$ cat src/hw/rtl/abc_pkg.sv
// Package: shared types and cadence constants for the alarm beeper block.
package abc_pkg;

  localparam int unsigned CadW = 13;
  localparam int unsigned LenW = 16;

  typedef enum logic {
    OP_TICK     = 1'b0,
    OP_SCHEDULE = 1'b1
  } op_t;

  typedef struct packed {
    op_t              operation;
    logic [LenW-1:0]  beep_length_ms;
    logic             preflight_fail;
    logic             fence_alarm;
    logic             low_battery;
    logic             alt_hold_alarm;
    logic             in_shutdown;
    logic             throttle_check;
    logic             descending;
  } in_item_t;

  typedef struct packed {
    logic beeper_level;
    logic alarm_active;
  } out_item_t;

  localparam logic [CadW-1:0] FenceOn   = CadW'(250);
  localparam logic [CadW-1:0] FenceOff  = CadW'(3000);
  localparam logic [CadW-1:0] LowBatOn  = CadW'(600);
  localparam logic [CadW-1:0] LowBatOff = CadW'(600);
  localparam logic [CadW-1:0] AltOn     = CadW'(1000);
  localparam logic [CadW-1:0] AltOff    = CadW'(1000);
  localparam logic [CadW-1:0] ShutOn    = CadW'(250);
  localparam logic [CadW-1:0] ShutOff   = CadW'(4750);
  localparam logic [CadW-1:0] DefOn     = CadW'(125);
  localparam logic [CadW-1:0] DefOff    = CadW'(125);

endpackage

$ cat src/hw/rtl/abc_if.sv
// Interfaces: valid/ready channels for input items and result items.
interface abc_in_if (input logic clk);
  logic              valid;
  logic              ready;
  abc_pkg::in_item_t data;
  modport source (output valid, output data, input ready);
  modport sink (input valid, input data, output ready);
endinterface

interface abc_out_if (input logic clk);
  logic               valid;
  logic               ready;
  abc_pkg::out_item_t data;
  modport source (output valid, output data, input ready);
  modport sink (input valid, input data, output ready);
endinterface

$ cat src/hw/rtl/alarm_beeper_cadence.sv
// Top level: alarm beeper cadence controller with registered result stage.
//
//  channel  | dir | payload                                  | transaction when
//  in_ch    | in  | operation, beep_length_ms, 7 alarm flags | valid && ready
//  out_ch   | out | beeper_level, alarm_active               | valid && ready
//
// Each transaction updates state in the cycle it is accepted; its result sits
// in the output register from the next cycle on. One transaction per cycle while out_ch is not stalled.
// in_ch.ready is high while the output register is empty or being drained.
// Synchronous active-low reset: timers expired, beeper off, no alarm.
module alarm_beeper_cadence (
  input logic      clk,
  input logic      rst_n,
  abc_in_if.sink   in_ch,
  abc_out_if.source out_ch
);

  logic [abc_pkg::CadW-1:0] cad_r, cad_nxt;
  logic [abc_pkg::LenW-1:0] shot_r, shot_nxt;
  logic                     beep_r, beep_nxt;
  logic                     own_r, own_nxt;
  logic                     oval_r, oval_nxt;
  abc_pkg::out_item_t       odata_r;

  abc_pkg::in_item_t        it;
  logic                     acc;
  logic                     any_alarm;
  logic [abc_pkg::CadW-1:0] cad_dec, on_t, off_t;
  logic [abc_pkg::LenW-1:0] shot_dec;

  assign it  = in_ch.data;
  assign in_ch.ready = !oval_r || out_ch.ready;
  assign acc = in_ch.valid && in_ch.ready;

  assign out_ch.valid = oval_r;
  assign out_ch.data  = odata_r;

  assign any_alarm = it.preflight_fail || it.fence_alarm || it.low_battery ||
                     it.alt_hold_alarm || it.in_shutdown || it.throttle_check ||
                     it.descending;
  assign cad_dec  = (cad_r != '0) ? cad_r - 1'b1 : cad_r;
  assign shot_dec = (shot_r != '0) ? shot_r - 1'b1 : shot_r;

  // cadence priority: fence, low battery, alt hold, shutdown, other
  always_comb begin
    if (it.fence_alarm) begin
      on_t = abc_pkg::FenceOn;  off_t = abc_pkg::FenceOff;
    end else if (it.low_battery) begin
      on_t = abc_pkg::LowBatOn; off_t = abc_pkg::LowBatOff;
    end else if (it.alt_hold_alarm) begin
      on_t = abc_pkg::AltOn;    off_t = abc_pkg::AltOff;
    end else if (it.in_shutdown) begin
      on_t = abc_pkg::ShutOn;   off_t = abc_pkg::ShutOff;
    end else begin
      on_t = abc_pkg::DefOn;    off_t = abc_pkg::DefOff;
    end
  end

  always_comb begin
    cad_nxt  = cad_r;
    shot_nxt = shot_r;
    beep_nxt = beep_r;
    own_nxt  = own_r;
    oval_nxt = oval_r && !out_ch.ready;
    if (acc) begin
      oval_nxt = 1'b1;
      case (it.operation)
        abc_pkg::OP_SCHEDULE: begin
          if (!own_r) begin
            beep_nxt = 1'b1;
            shot_nxt = it.beep_length_ms;
          end
        end
        default: begin
          cad_nxt  = cad_dec;
          shot_nxt = shot_dec;
          own_nxt  = any_alarm;
          if (any_alarm) begin
            if (cad_dec == '0) begin
              beep_nxt = !beep_r;
              cad_nxt  = beep_r ? off_t : on_t;
            end
          end else if (shot_dec == '0) begin
            beep_nxt = 1'b0;
          end
        end
      endcase
    end
  end

  always_ff @(posedge clk) begin
    if (!rst_n) begin
      cad_r  <= '0;
      shot_r <= '0;
      beep_r <= 1'b0;
      own_r  <= 1'b0;
      oval_r <= 1'b0;
    end else begin
      cad_r  <= cad_nxt;
      shot_r <= shot_nxt;
      beep_r <= beep_nxt;
      own_r  <= own_nxt;
      oval_r <= oval_nxt;
    end
  end

  always_ff @(posedge clk) begin
    if (acc) begin
      odata_r.beeper_level <= beep_nxt;
      odata_r.alarm_active <= own_nxt;
    end
  end

  // a stalled result must not change
  a_hold: assert property (@(posedge clk) disable iff (!rst_n)
    oval_r && !out_ch.ready |=> oval_r && $stable(odata_r))
    else $error("result changed while stalled");

  // output register tracks current beeper and ownership state
  a_track: assert property (@(posedge clk) disable iff (!rst_n)
    acc |=> odata_r.beeper_level == beep_r && odata_r.alarm_active == own_r)
    else $error("result disagrees with state");

  // a schedule never clears the alarm ownership or changes cadence timer
  a_sched: assert property (@(posedge clk) disable iff (!rst_n)
    acc && it.operation == abc_pkg::OP_SCHEDULE |=>
      own_r == $past(own_r) && cad_r == $past(cad_r))
    else $error("schedule disturbed alarm state");

  // cadence timer never exceeds the longest off time
  a_cad: assert property (@(posedge clk) disable iff (!rst_n)
    cad_r <= abc_pkg::ShutOff)
    else $error("cadence timer out of range");

endmodule

$ cat src/flat_wrapper.sv
// flat-port wrapper written by rule: the top's interface ports become plain ports
module alarm_beeper_cadence_flat 
  (clk, rst_n, in_ch_valid, in_ch_data, in_ch_ready, out_ch_valid, out_ch_data, out_ch_ready);
  abc_in_if in_ch_i (.clk(clk));
  abc_out_if out_ch_i (.clk(clk));
  input logic clk;
  input logic rst_n;
  input wire logic [$bits(in_ch_i.valid)-1:0] in_ch_valid;
  input wire logic [$bits(in_ch_i.data)-1:0] in_ch_data;
  output wire logic [$bits(in_ch_i.ready)-1:0] in_ch_ready;
  output wire logic [$bits(out_ch_i.valid)-1:0] out_ch_valid;
  output wire logic [$bits(out_ch_i.data)-1:0] out_ch_data;
  input wire logic [$bits(out_ch_i.ready)-1:0] out_ch_ready;
  assign in_ch_i.valid = in_ch_valid;
  assign in_ch_i.data = in_ch_data;
  assign in_ch_ready = in_ch_i.ready;
  assign out_ch_valid = out_ch_i.valid;
  assign out_ch_data = out_ch_i.data;
  assign out_ch_i.ready = out_ch_ready;
  alarm_beeper_cadence u_core (.clk(clk), .rst_n(rst_n), .in_ch(in_ch_i), .out_ch(out_ch_i));
endmodule
$ cat config.mk
export PLATFORM = sky130hd
export DESIGN_NAME = alarm_beeper_cadence_flat
export DESIGN_NICKNAME = d
export VERILOG_FILES = /design/src/hw/rtl/abc_pkg.sv /design/src/hw/rtl/abc_if.sv /design/src/hw/rtl/alarm_beeper_cadence.sv /design/src/flat_wrapper.sv
export SDC_FILE = /design/constraint.sdc
export NUM_CORES = 1
export LEC_CHECK = 0
export ABC_AREA = 1
export BUFFER_PORTS_ARGS = -buffer_cell sky130_fd_sc_hd__buf_2
export CORE_AREA = 10 10 92 94
export CTS_CLUSTER_SIZE = 8
export DETAILED_ROUTE_END_ITERATION = 8
export DIE_AREA = 0 0 102 104
export PLACE_DENSITY = 0.64
export SLEW_MARGIN = 25
export SYNTH_ARGS = -nofsm -noshare
export SYNTH_HDL_FRONTEND = slang
export SYNTH_SLANG_ARGS = --single-unit
$ cat constraint.sdc
create_clock -name clk -period 2.3 [get_ports clk]
set_input_delay 0.46 -clock clk [delete_from_list [all_inputs] [get_ports clk]]
set_output_delay 0.46 -clock clk [all_outputs]
set_load 0.01 [all_outputs]
==> results of run 1 <==
[cell families (layout without fill, tap and decap cells)]
group | after synthesis | count (layout) | share of synthesized area
xor+xnor | 12 | 12 | 0.0406
fa+ha+maj | 3 | 3 | 0.0145
buf+inv | 60 | 94 | 0.0929
flops | 34 | 34 | 0.271
simple gates | 259 | 260 | 0.429
compound gates | 69 | 69 | 0.152
[where the power goes]
part	internal, W	switching, W
registers	0.000663	0.0000755
logic	0.000493	0.000956
clock network	0.000241	0.000235
[cell type report]
| class | instances | area share |
|---|---|---|
| multi-input combinational | 344 | 0.567 |
| inverter | 46 | 0.0590 |
| tap | 80 | 0.0335 |
| sequential | 34 | 0.234 |
| timing repair buffer | 40 | 0.0745 |
| clock buffer | 6 | 0.0276 |
| clock inverter | 2 | 0.00419 |
[critical path, stage by stage, from the launching register on]
cell and delay [ns]:
dfxtp_1 0.36, nor2_1 0.21, nand2_1 0.11, nor2_1 0.31, nand2_1 0.10, nand2_1 0.06, nand2_1 0.06, nand2_1 0.05
nand3_1 0.13, nor3_2 0.16, nand2_1 0.08, nand2_1 0.06, nand2_1 0.05, nand2_1 0.08, inv_1 0.05
[worst max-delay path by stage]
stage                             startpoint                               to  slack [ns]  cells past startpoint
6_report       u_core.shot_r[5]$_SDFFE_PN0P_  u_core.out_ch.data[1]$_DFFE_PP_        0.20                     14
3_3_place_gp    u_core.cad_r[0]$_SDFFE_PN0P_  u_core.out_ch.data[1]$_DFFE_PP_        0.17                     17
4_1_cts         u_core.cad_r[0]$_SDFFE_PN0P_  u_core.out_ch.data[1]$_DFFE_PP_        0.08                     15
2_1_floorplan   u_core.cad_r[0]$_SDFFE_PN0P_  u_core.out_ch.data[1]$_DFFE_PP_        0.35                     16
3_5_place_dp    u_core.cad_r[0]$_SDFFE_PN0P_  u_core.out_ch.data[1]$_DFFE_PP_        0.11                     17
5_1_grt         u_core.cad_r[1]$_SDFFE_PN0P_     u_core.cad_r[1]$_SDFFE_PN0P_        0.02                     15
[per-layer routing]
| layer | track usage | part of all wire | vias up |
|---|---|---|---|
| met5 | 0 | 0 | - |
| met4 | 0.0323 | 0.0094 | 0 |
| met3 | 0.0246 | 0.067 | 7 |
| met2 | 0.196 | 0.40 | 98 |
| met1 | 0.212 | 0.52 | 1298 |
| li1 | - | - | 1499 |
[per-stage QoR]
stage	hold slack, ns	cells	power [W]	worst slack (ns)	utilization
after floorplan	0.466	437	0.00184	0.347	-
after global placement	0.486	543	0.00210	0.167	0.425
after detailed placement	0.489	543	0.00210	0.106	0.425
after CTS	0.424	551	0.00259	0.0790	0.440
after global routing	0.444	552	0.00291	0.0184	0.447
final	0.425	552	0.00266	0.196	0.447
[cell usage after synthesis (3+ instances only)]
library cell    n  share of area
clkbuf_1       12          0.017
nand4_1         9          0.022
a21oi_1        36          0.070
xor2_1         11          0.037
nand2_1       137           0.20
inv_1          43          0.062
clkinv_1        3         0.0044
ha_1            3          0.015
nor2_2          8          0.019
nor3_1          5         0.0097
dfxtp_1        32           0.25
nor2_1         50          0.073
nand2_2         6          0.015
o21ai_0        18          0.035
a221oi_1        9          0.030
nand3_1        39          0.075
[flip-flops by register name, indices dropped and copies added, names as in the netlist]
register / count
u_core.out_ch.valid: 1
u_core.cad_r: 13
u_core.beep_r: 1
u_core.out_ch.data: 2
u_core.own_r: 1
u_core.shot_r: 16
[repair_timing]
action                     CTS  global route
setup endpoints to repair    0            13
gates resized for setup      0            11
setup buffers                0             0
==> out/summary.txt, run 1 <==
Hold WC Path Type: primary input to flip-flop
drt drc: 0
placed cell area: 2840 µm²
Reg2Reg Depth: 14
min-delay src: in_ch_valid
first-pass GRT wire length: 12.5 mm
Post-synth EDFFs: 2
Register Area: 701 µm²
Port Buf Inserts: 31
post-route design area: 2990 µm²
Placer Congestion: 0.936
Hold Buf Count CTS: 0
Leakage: 1.44 nW
Tcrit/Tclk final: 0.915
max_cap viols: 0
routed wire length: 7.59 mm
initial antenna violation count: 0
DRT iter0 DRCs: 270
synth-to-layout area growth: 15.6%
Syn Area/Cell: 5.92 µm²
VDD IR max: 0.000410 V
TNS Setup: 0 ns
synthesized cell area: 2590 µm²
full die area: 10,600 µm²
crit path DAT: 2.15 ns
Crit path required time: 2.35 ns
Netlist cell types: 27
Multi-input gate area: 1690 µm²
filler instances: 712
actual slew at the worst max-slew pin: 0.444 ns
H-tree level count: 2
DR vias/cell: 5.26
commonest non-fill, non-tap cell in the layout: nand2_1
Hold Path End: u_core.out_ch.valid$_SDFF_PN0_
clk root buf: clkbuf_8
Pre-antenna DRT Iters: 4
FMAX: 475 MHz
CTS tree: done
R2R Setup Slk: 0.20 ns
Num CTS Buffers: 5
Seq cells post-synth: 34
Hold Path Depth: 3
Async SR Flop Fraction: 0
final setup fails: 0
nature of the critical path endpoint: flip-flop
Worst-Skew Late Latency: 0.29 ns
die height: 104 µm
Routed Antenna Nets: 0
hpwl dp: 5.84 mm
commonest non-fill, non-tap cells in the layout: 137 x nand2_1, 48 x nor2_1, 42 x inv_1
syn nets: 468
clock-pin slew on the worst setup and hold paths: 0.09 ns
max-slew violations: 0
largest net degree at the start of global routing: 28
gr ovfl total: 0
DIE WIDTH: 102 µm
Main synth FF type: dfxtp_1
ratio of cells with drive above 1 in the final layout: 0.150
pwr dens: 891 nW/µm²
sequential area share after synthesis: 0.271
cell count after synthesis: 437
crit path launch type: flip-flop
Total GRT Usage: 0.140
vias: 2,902
# diodes: 0
worst-path fanout max: 4
YS warnings: 0
num rows: 30
Max clock buf depth: 2
status: complete, no violations
Final Hold Viols: 0
RSZ-0062 raised after global routing: false
slew margin rel.: 0.704
r2r endpoint: u_core.out_ch.data[1]$_DFFE_PP_
vias in the first global route: 2,564
final net count: 502
starting density of the core: 0.387
crit path time final: 2.10 ns
drt wl/cell: 13.8 µm
Clock Skews: 0.0183 ns
CTS sink cnt: 34
type of the worst setup path: flip-flop to flip-flop
Reg-to-Reg Start: u_core.shot_r[5]$_SDFFE_PN0P_
Ports: 32
Core ar.: 6680 µm²
(Power assumes the default switching activity.)
==> run 2, diff against run 1 <==
Settings changed: CORE_AREA 10 10 92 94 to 10 10 78 80, DIE_AREA 0 0 102 104 to 0 0 88 90, PLACE_DENSITY 0.64 to 0.85.
==> run 2 against run 1 <==
Critical path depth stayed put. Hold slack worse by 0.022 ns. Sequential power hardly changed. Core utilization is 19 points higher. Sequential share of layout area is 0.32 points higher. Setup slack worse by 0.036 ns. Die area is 25% lower. Power is 1.1% higher. Non-clock buffer count is 2 higher. Clock skew is 0.0082 ns lower. Wire length is 1.1% lower. Final cell count is 4.3% lower. Critical endpoint is now u_core.cad_r[2]$_SDFFE_PN0P_. Highest routed layer unchanged.
==> out/summary.txt, run 2 (synthesis gave the netlist of run 1 again) <==
ratio of cells with drive above 1 in the final layout: 0.152
crit path launch type: flip-flop
final net count: 504
drt wl/cell: 14.2 µm
worst-path fanout max: 10
GRT Max-Usage Layer: met1
VDD IR max: 0.000444 V
gr ovfl total: 0
Num CTS Buffers: 5
synth-to-layout area growth: 14.0%
post-layout util: 0.641
nature of the critical path endpoint: flip-flop
DRT iter0 DRCs: 379
# diodes: 0
starting density of the core: 0.562
first-pass GRT wire length: 12.4 mm
Final WS setup: 0.159 ns
crit path time final: 2.14 ns
DIE WIDTH: 88 µm
Int Pwr: 0.00140 W
max_cap viols: 0
Tcrit/Tclk final: 0.931
Pre-antenna DRT Iters: 7
Max clock buf depth: 2
vias in the first global route: 2,695
CTS sink cnt: 34
Port Buf Inserts: 31
die height: 90 µm
Overall Power: 0.00269 W
routed wire length: 7.51 mm
Core ar.: 4600 µm²
crit path DAT: 2.37 ns
sequential share of power: 0.275
combinational power share: 0.543
hpwl dp: 5.72 mm
num rows: 25
clk root buf: clkbuf_8
type of the worst setup path: flip-flop to flip-flop
Worst-Skew Late Latency: 0.30 ns
R2R Setup Slk: 0.16 ns
pwr dens: 913 nW/µm²
CTS tree: done
met1 global-route usage: 0.265
commonest non-fill, non-tap cells in the layout: 137 x nand2_1, 49 x nor2_1, 41 x inv_1
initial antenna violation count: 0
slew margin rel.: 0.697
DR vias/cell: 5.77
largest net degree at the start of global routing: 27
status: complete, no violations
drt drc: 0
M2 GR Usage: 0.257
grt met3 use: 0.0496
sw frac: 0.481
clock-pin slew on the worst setup and hold paths: 0.08 ns
Total GRT Usage: 0.187
vias: 3,044
max-slew violations: 0
Crit path required time: 2.53 ns
clock share of power: 0.182
Placer Congestion: 0.991
H-tree level count: 2
full die area: 7920 µm²
Hold WC Path Type: primary input to flip-flop
FMAX: 467 MHz
final setup fails: 0
Top reg by flops: u_core.shot_r
hold_ws: 0.403 ns
Clock Skews: 0.0101 ns
switching pwr: 0.00129 W
max reg flops: 16
Routed Antenna Nets: 0
Hold Buf Count CTS: 0
worst slack at placement: 0.0968 ns
commonest non-fill, non-tap cell in the layout: nand2_1
actual slew at the worst max-slew pin: 0.454 ns
Final Hold Viols: 0
Ports: 32
Leakage: 1.44 nW
## run 2: cell count changes in the layout (fill, tap and decap cells not counted), sizes merged
cell | previous run | this run
buf | 40 | 42
## run 2: critical path, cell delays in order, from the launching register on
cell	delay, ns
dfxtp_1	0.38
nor2_2	0.20
nand2_2	0.10
nor2_4	0.23
nand2_4	0.11
nand2_1	0.07
nand2_1	0.07
nor2_1	0.09
nand2_1	0.06
nor2_2	0.12
nand3_2	0.12
buf_4	0.19
nand2_1	0.06
nand3_1	0.11
a21oi_1	0.15
## run 2: worst paths after layout
kind | cells after the start | from | to
min reg2reg | 2 | u_core.cad_r[10]$_SDFFE_PN0P_ | u_core.cad_r[10]$_SDFFE_PN0P_
max | 14 | u_core.cad_r[5]$_SDFFE_PN0P_ | u_core.cad_r[2]$_SDFFE_PN0P_
max reg2reg | 14 | u_core.cad_r[5]$_SDFFE_PN0P_ | u_core.cad_r[2]$_SDFFE_PN0P_
min | 3 | in_ch_valid | u_core.out_ch.valid$_SDFF_PN0_
## run 2: layer usage
layer / up-vias / share of wire
li1: 1499 / -
met2: 203 / 0.43
met5: - / 0
met3: 16 / 0.12
met4: 0 / 0.017
met1: 1326 / 0.44
## run 2: final cells by class
class,instances,area (µm²)
multi-input cells,344,1670
fillers,433,1650
flip-flops and latches,34,701
repair buffers,42,238
inverters,46,176
clock buffers,6,82.6
well taps,54,67.6
clock inverters,2,12.5
## run 2: through the flow
stage	setup TNS [ns]	area (µm²)	cells
global route	-0.0551	2950	528
detailed placement	0	2820	518
floorplan	0	2590	437
finish	0	2950	528
global placement	0	2820	518
CTS	0	2910	526
## run 2: power groups by stage
stage	Combinational, W	Clock, W	Sequential (W)
2_1_floorplan	0.00111	0	0.000730
3_3_place_gp	0.00132	0	0.000746
3_5_place_dp	0.00135	0	0.000749
4_1_cts	0.00136	0.000486	0.000737
5_1_grt	0.00164	0.000530	0.000749
6_report	0.00146	0.000489	0.000741
## run 2: what timing repair did
item                       4_1_cts  5_1_grt
resized for setup                0        7
setup buffers                    0        1
setup endpoints to repair        0       14
